<file path="src/mvt4_pkg.sv">
// ----------------------------------------------------------------------------
// mvt4_pkg: shared types for the 4x4 matrix-vector transform
// Item layouts, matrix word and row types, write port bundle, request codes.
// ----------------------------------------------------------------------------
package mvt4_pkg;

    localparam int unsigned DIM      = 4;
    localparam int unsigned ENTRIES  = DIM * DIM;
    localparam int unsigned WORD_W   = 32;
    localparam int unsigned INDEX_W  = 4;

    // Request codes carried in req_type
    localparam logic REQ_WRITE = 1'b0;
    localparam logic REQ_XFORM = 1'b1;

    typedef logic signed [WORD_W-1:0] word_t;
    typedef word_t [DIM-1:0]          row_t;

    typedef struct packed {
        logic                 req_type;
        logic [INDEX_W-1:0]   entry_index;
        logic signed [31:0]   entry_value;
        logic signed [31:0]   vec_x;
        logic signed [31:0]   vec_y;
        logic signed [31:0]   vec_z;
        logic signed [31:0]   vec_w;
    } in_item_t;

    typedef struct packed {
        logic signed [31:0]   out_x;
        logic signed [31:0]   out_y;
        logic signed [31:0]   out_z;
        logic signed [31:0]   out_w;
    } out_item_t;

    // Matrix entry write request
    typedef struct packed {
        logic                 en;
        logic [INDEX_W-1:0]   index;
        word_t                value;
    } wr_req_t;

endpackage

</file>
<file path="src/mvt4_matrix.sv">
// ----------------------------------------------------------------------------
// mvt4_matrix: 4x4 coefficient register file
// Sixteen 32-bit entries, identity after reset, one entry written per cycle,
// every row presented in parallel to its lane.
// ----------------------------------------------------------------------------
module mvt4_matrix (
    input  logic                        aclk,
    input  logic                        aresetn,
    input  mvt4_pkg::wr_req_t           wr,
    output mvt4_pkg::row_t [3:0]        rows
);
    import mvt4_pkg::*;

    word_t matrix_reg [ENTRIES];

    // Load identity on reset, otherwise update the addressed entry
    always_ff @(posedge aclk) begin
        if (!aresetn) begin
            for (int i = 0; i < ENTRIES; i++) begin
                matrix_reg[i] <= (i / DIM == i % DIM) ? word_t'(1) : word_t'(0);
            end
        end else if (wr.en) begin
            matrix_reg[wr.index] <= wr.value;
        end
    end

    // Present rows in row-major order
    always_comb begin
        for (int r = 0; r < DIM; r++) begin
            for (int c = 0; c < DIM; c++) begin
                rows[r][c] = matrix_reg[r * DIM + c];
            end
        end
    end

endmodule

</file>
<file path="config.mk">
export PLATFORM = sky130hd
export DESIGN_NAME = mvt4_matrix
export DESIGN_NICKNAME = d
export VERILOG_FILES = /design/src/mvt4_pkg.sv /design/src/mvt4_matrix.sv
export SDC_FILE = /design/constraint.sdc
export NUM_CORES = 1
export LEC_CHECK = 0
export ABC_AREA = 1
export BUFFER_PORTS_ARGS = -buffer_cell sky130_fd_sc_hd__buf_2
export CAP_MARGIN = 15
export CORE_AREA = 2 2 213 215
export DETAILED_ROUTE_END_ITERATION = 7
export DIE_AREA = 0 0 215 217
export HOLD_SLACK_MARGIN = 0.06
export PLACE_DENSITY = 0.78
export SYNTH_ARGS = -nofsm -noshare
export SYNTH_HDL_FRONTEND = slang
export SYNTH_SLANG_ARGS = --single-unit
</file>
<file path="constraint.sdc">
create_clock -name aclk -period 5.4 [get_ports aclk]
set_clock_uncertainty 0.05 [all_clocks]
set_input_delay 1.08 -clock aclk [delete_from_list [all_inputs] [get_ports aclk]]
set_output_delay 1.08 -clock aclk [all_outputs]
set_load 0.02 [all_outputs]
</file>
==> key figures <==
STA
  • Endpoints failing setup: 0
  • RSZ-0062 raised after global routing: no
  • Tcrit/Tclk final: 58.7%
  • Final hold violation count: 0
  • Slew headroom: 18.3%
  • TNS Setup: 0 ns
  • Slew @ Worst Pin: 1.22 ns
  • Min Tclk post-route: 3.17 ns
  • Final Max Tran Viols: 0
  • Max Clk Rate: 0.316 GHz

Clocking
  • Reg clk slew, reported paths: 0.07 ns
  • Post-CTS setup repair buffer count: 0
  • CTS tree: built
  • CTS root buffer: clkbuf_16
  • Hold Buf Count CTS: 0
  • TritonCTS buffer count: 49
  • Htree depth: 2
  • CTS sink cnt: 512
  • Longest Clk Path Bufs: 3
  • Post-CTS sizing: 0

Route
  • Routed via count: 12100
  • DRC: 0
  • Final ANT Viol Nets: 0
  • DRT Pass-1 Iters: 8
  • Starting DRC count in detailed routing: 1309
  • Number of vias per cell: 5.14
  • Drt total wl: 59400 µm
  • Wirelength per Cell: 25.3 µm

Power and ir drop
  • Internal power: 6.59 mW
  • Net Sw Frac: 25.0%
  • Power share of the clock group: 37.1%
  • Logic pwr share: 9.6%
  • Sequential share of power: 53.4%
  • NetSw: 2.20 mW
  • Leakage power: 9.37 nW
  • PD cells: 381 mW/mm²
  • Worst vdd ir: 0.000281 V

Run status
  • Status: complete, no violations

Logic synthesis
  • Primary FF master, synth: edfxtp_1
  • Most frequent cell after synthesis: edfxtp_1
  • Synth top cells by count: edfxtp_1 (512), nor2_1 (478), buf_6 (46)
  • Top-area cell type share of the netlist area: 82.4%
  • Asr flop ratio synth: 0%
  • Synthesized Nets: 1226
  • Most area-consuming cells after synthesis: edfxtp_1 (82%), nor2_1 (9.6%), buf_6 (2.8%), nand3_4 (1.1%), nor2_2 (1.0%)
  • Yosys Warn Count: 0
  • Post-synthesis register bit count: 512
  • Synth area leader: edfxtp_1
  • Mapped Avg Cell Area: 15.7 µm²
  • Register area share after synthesis: 82.4%
  • Post-synth EDFFs: 512
  • Count of unique library cells instantiated by Yosys: 18
  • Cell area after synthesis: 0.0187 mm²
  • Synth Instances: 1187

Cells and area
  • Layout cells sized above 1: 40.0%
  • Max FFs per register: 512
  • Area Overhead vs Synth: 23.7%
  • # nets final: 1750
  • Fin util: 51.6%

Die
  • I/O pin total: 551
  • Die area: 0.0467 mm²
  • Chip width: 215 µm
  • Total core area: 0.0447 mm²
  • Row count: 78
  • Die height: 217 µm
  • Initial Utilization: 41.7%

GRT
  • First-pass GRT wire length: 82800 µm
  • GRT Total Usage: 25.1%
  • Vias in the first global route: 11800
  • Initial antenna violation count: 6
  • Largest net degree at the start of global routing: 34
  • Grt ovf: 0

Hold path
  • Min-delay src: wr[35]
  • Hold worst-path end: matrix_reg[5][0]$_SDFFCE_PN1P_
  • Worst Hold Class: input port to flop
  • Hold path cells: 3

Placed design
  • PortBufs: 550
  • Final GP Congestion: 0.806
  • Post-detail-place hpwl: 40400 µm

Run
  • Max-Cap Viols: 0

Setup path
  • Crit Path Max Fanout: 33
  • Worst EP required: 5.54 ns
  • Critical path type: input port to flop
  • WP data arrival: 3.31 ns
  • Endpoint class of the critical path: flop
  • CP startpoint kind: input port
==> power by group through the flow <==
stage               combinational (mW)  clock, mW  sequential [mW]
floorplan                        0.155          0             5.06
global placement                 0.836          0             4.76
detailed placement               0.845          0             4.77
CTS                              0.845       3.29             4.69
global route                     0.872       3.43             4.71
finish                           0.839       3.26             4.69
==> final cells by class <==
cell class	count	area [µm²]
clock inverter	29	255
inverter	38	148
clock buffer	54	1240
sequential	512	15400
antenna	3	7.51
timing repair buffer	556	2800
fill	3738	21600
tap	600	751
multi-input combinational	554	2490
==> cell usage in the layout (no fill, tap or decap), types with 6 or more instances in the layout <==
master     instances
clkinv_2           8
clkinv_1          10
nor2_2            30
nand3_4           12
clkbuf_16         49
nand2_2           13
inv_1             32
edfxtp_1         512
buf_4              6
nor2_1           478
buf_2            550
==> critical path, stage by stage <==
cell and delay, ns:
buf_2 0.45, nand2_4 0.16, inv_6 0.24, nand3_4 0.42, nand2_2 0.88
==> worst max path at each step <==
stage	slack, ns	end	startpoint
floorplan	2.38	matrix_reg[0][0]$_SDFFCE_PN1P_	aresetn
CTS	2.21	matrix_reg[5][24]$_SDFFCE_PN0P_	aresetn
detailed placement	1.58	matrix_reg[5][6]$_SDFFCE_PN0P_	aresetn
global placement	1.72	matrix_reg[5][6]$_SDFFCE_PN0P_	aresetn
finish	2.23	matrix_reg[4][19]$_SDFFCE_PN0P_	aresetn
global route	2.09	matrix_reg[5][21]$_SDFFCE_PN0P_	aresetn
==> cell families (layout without fill, tap and decap cells) <==
| kind of cell | Yosys count | after routing | share of synthesized area [%] |
|---|---|---|---|
| other | 0 | 3 | 0 |
| and+or+nand+nor | 554 | 554 | 13.2 |
| buffers and inverters | 121 | 677 | 4.35 |
| DFF | 512 | 512 | 82.4 |
==> through the flow <==
step                area (µm²)  hold WS [ns]  worst slack (ns)  power [mW]  instances
floorplan                18700          1.23              2.38        5.21       1187
global placement         21600          1.47              1.72        5.60       2260
detailed placement       21600          1.47              1.58        5.61       2260
CTS                      23100         0.890              2.21        8.82       2343
global route             23100         0.912              2.09        9.01       2346
finish                   23100         0.926              2.23        8.78       2346
==> layer usage <==
layer / track usage (%) / part of all wire [%]
met1: 31.9 / 37
met2: 40.5 / 47
met3: 7.14 / 10
met4: 11.0 / 4.6
met5: 0 / 0.025
(Power assumes the default switching activity.)
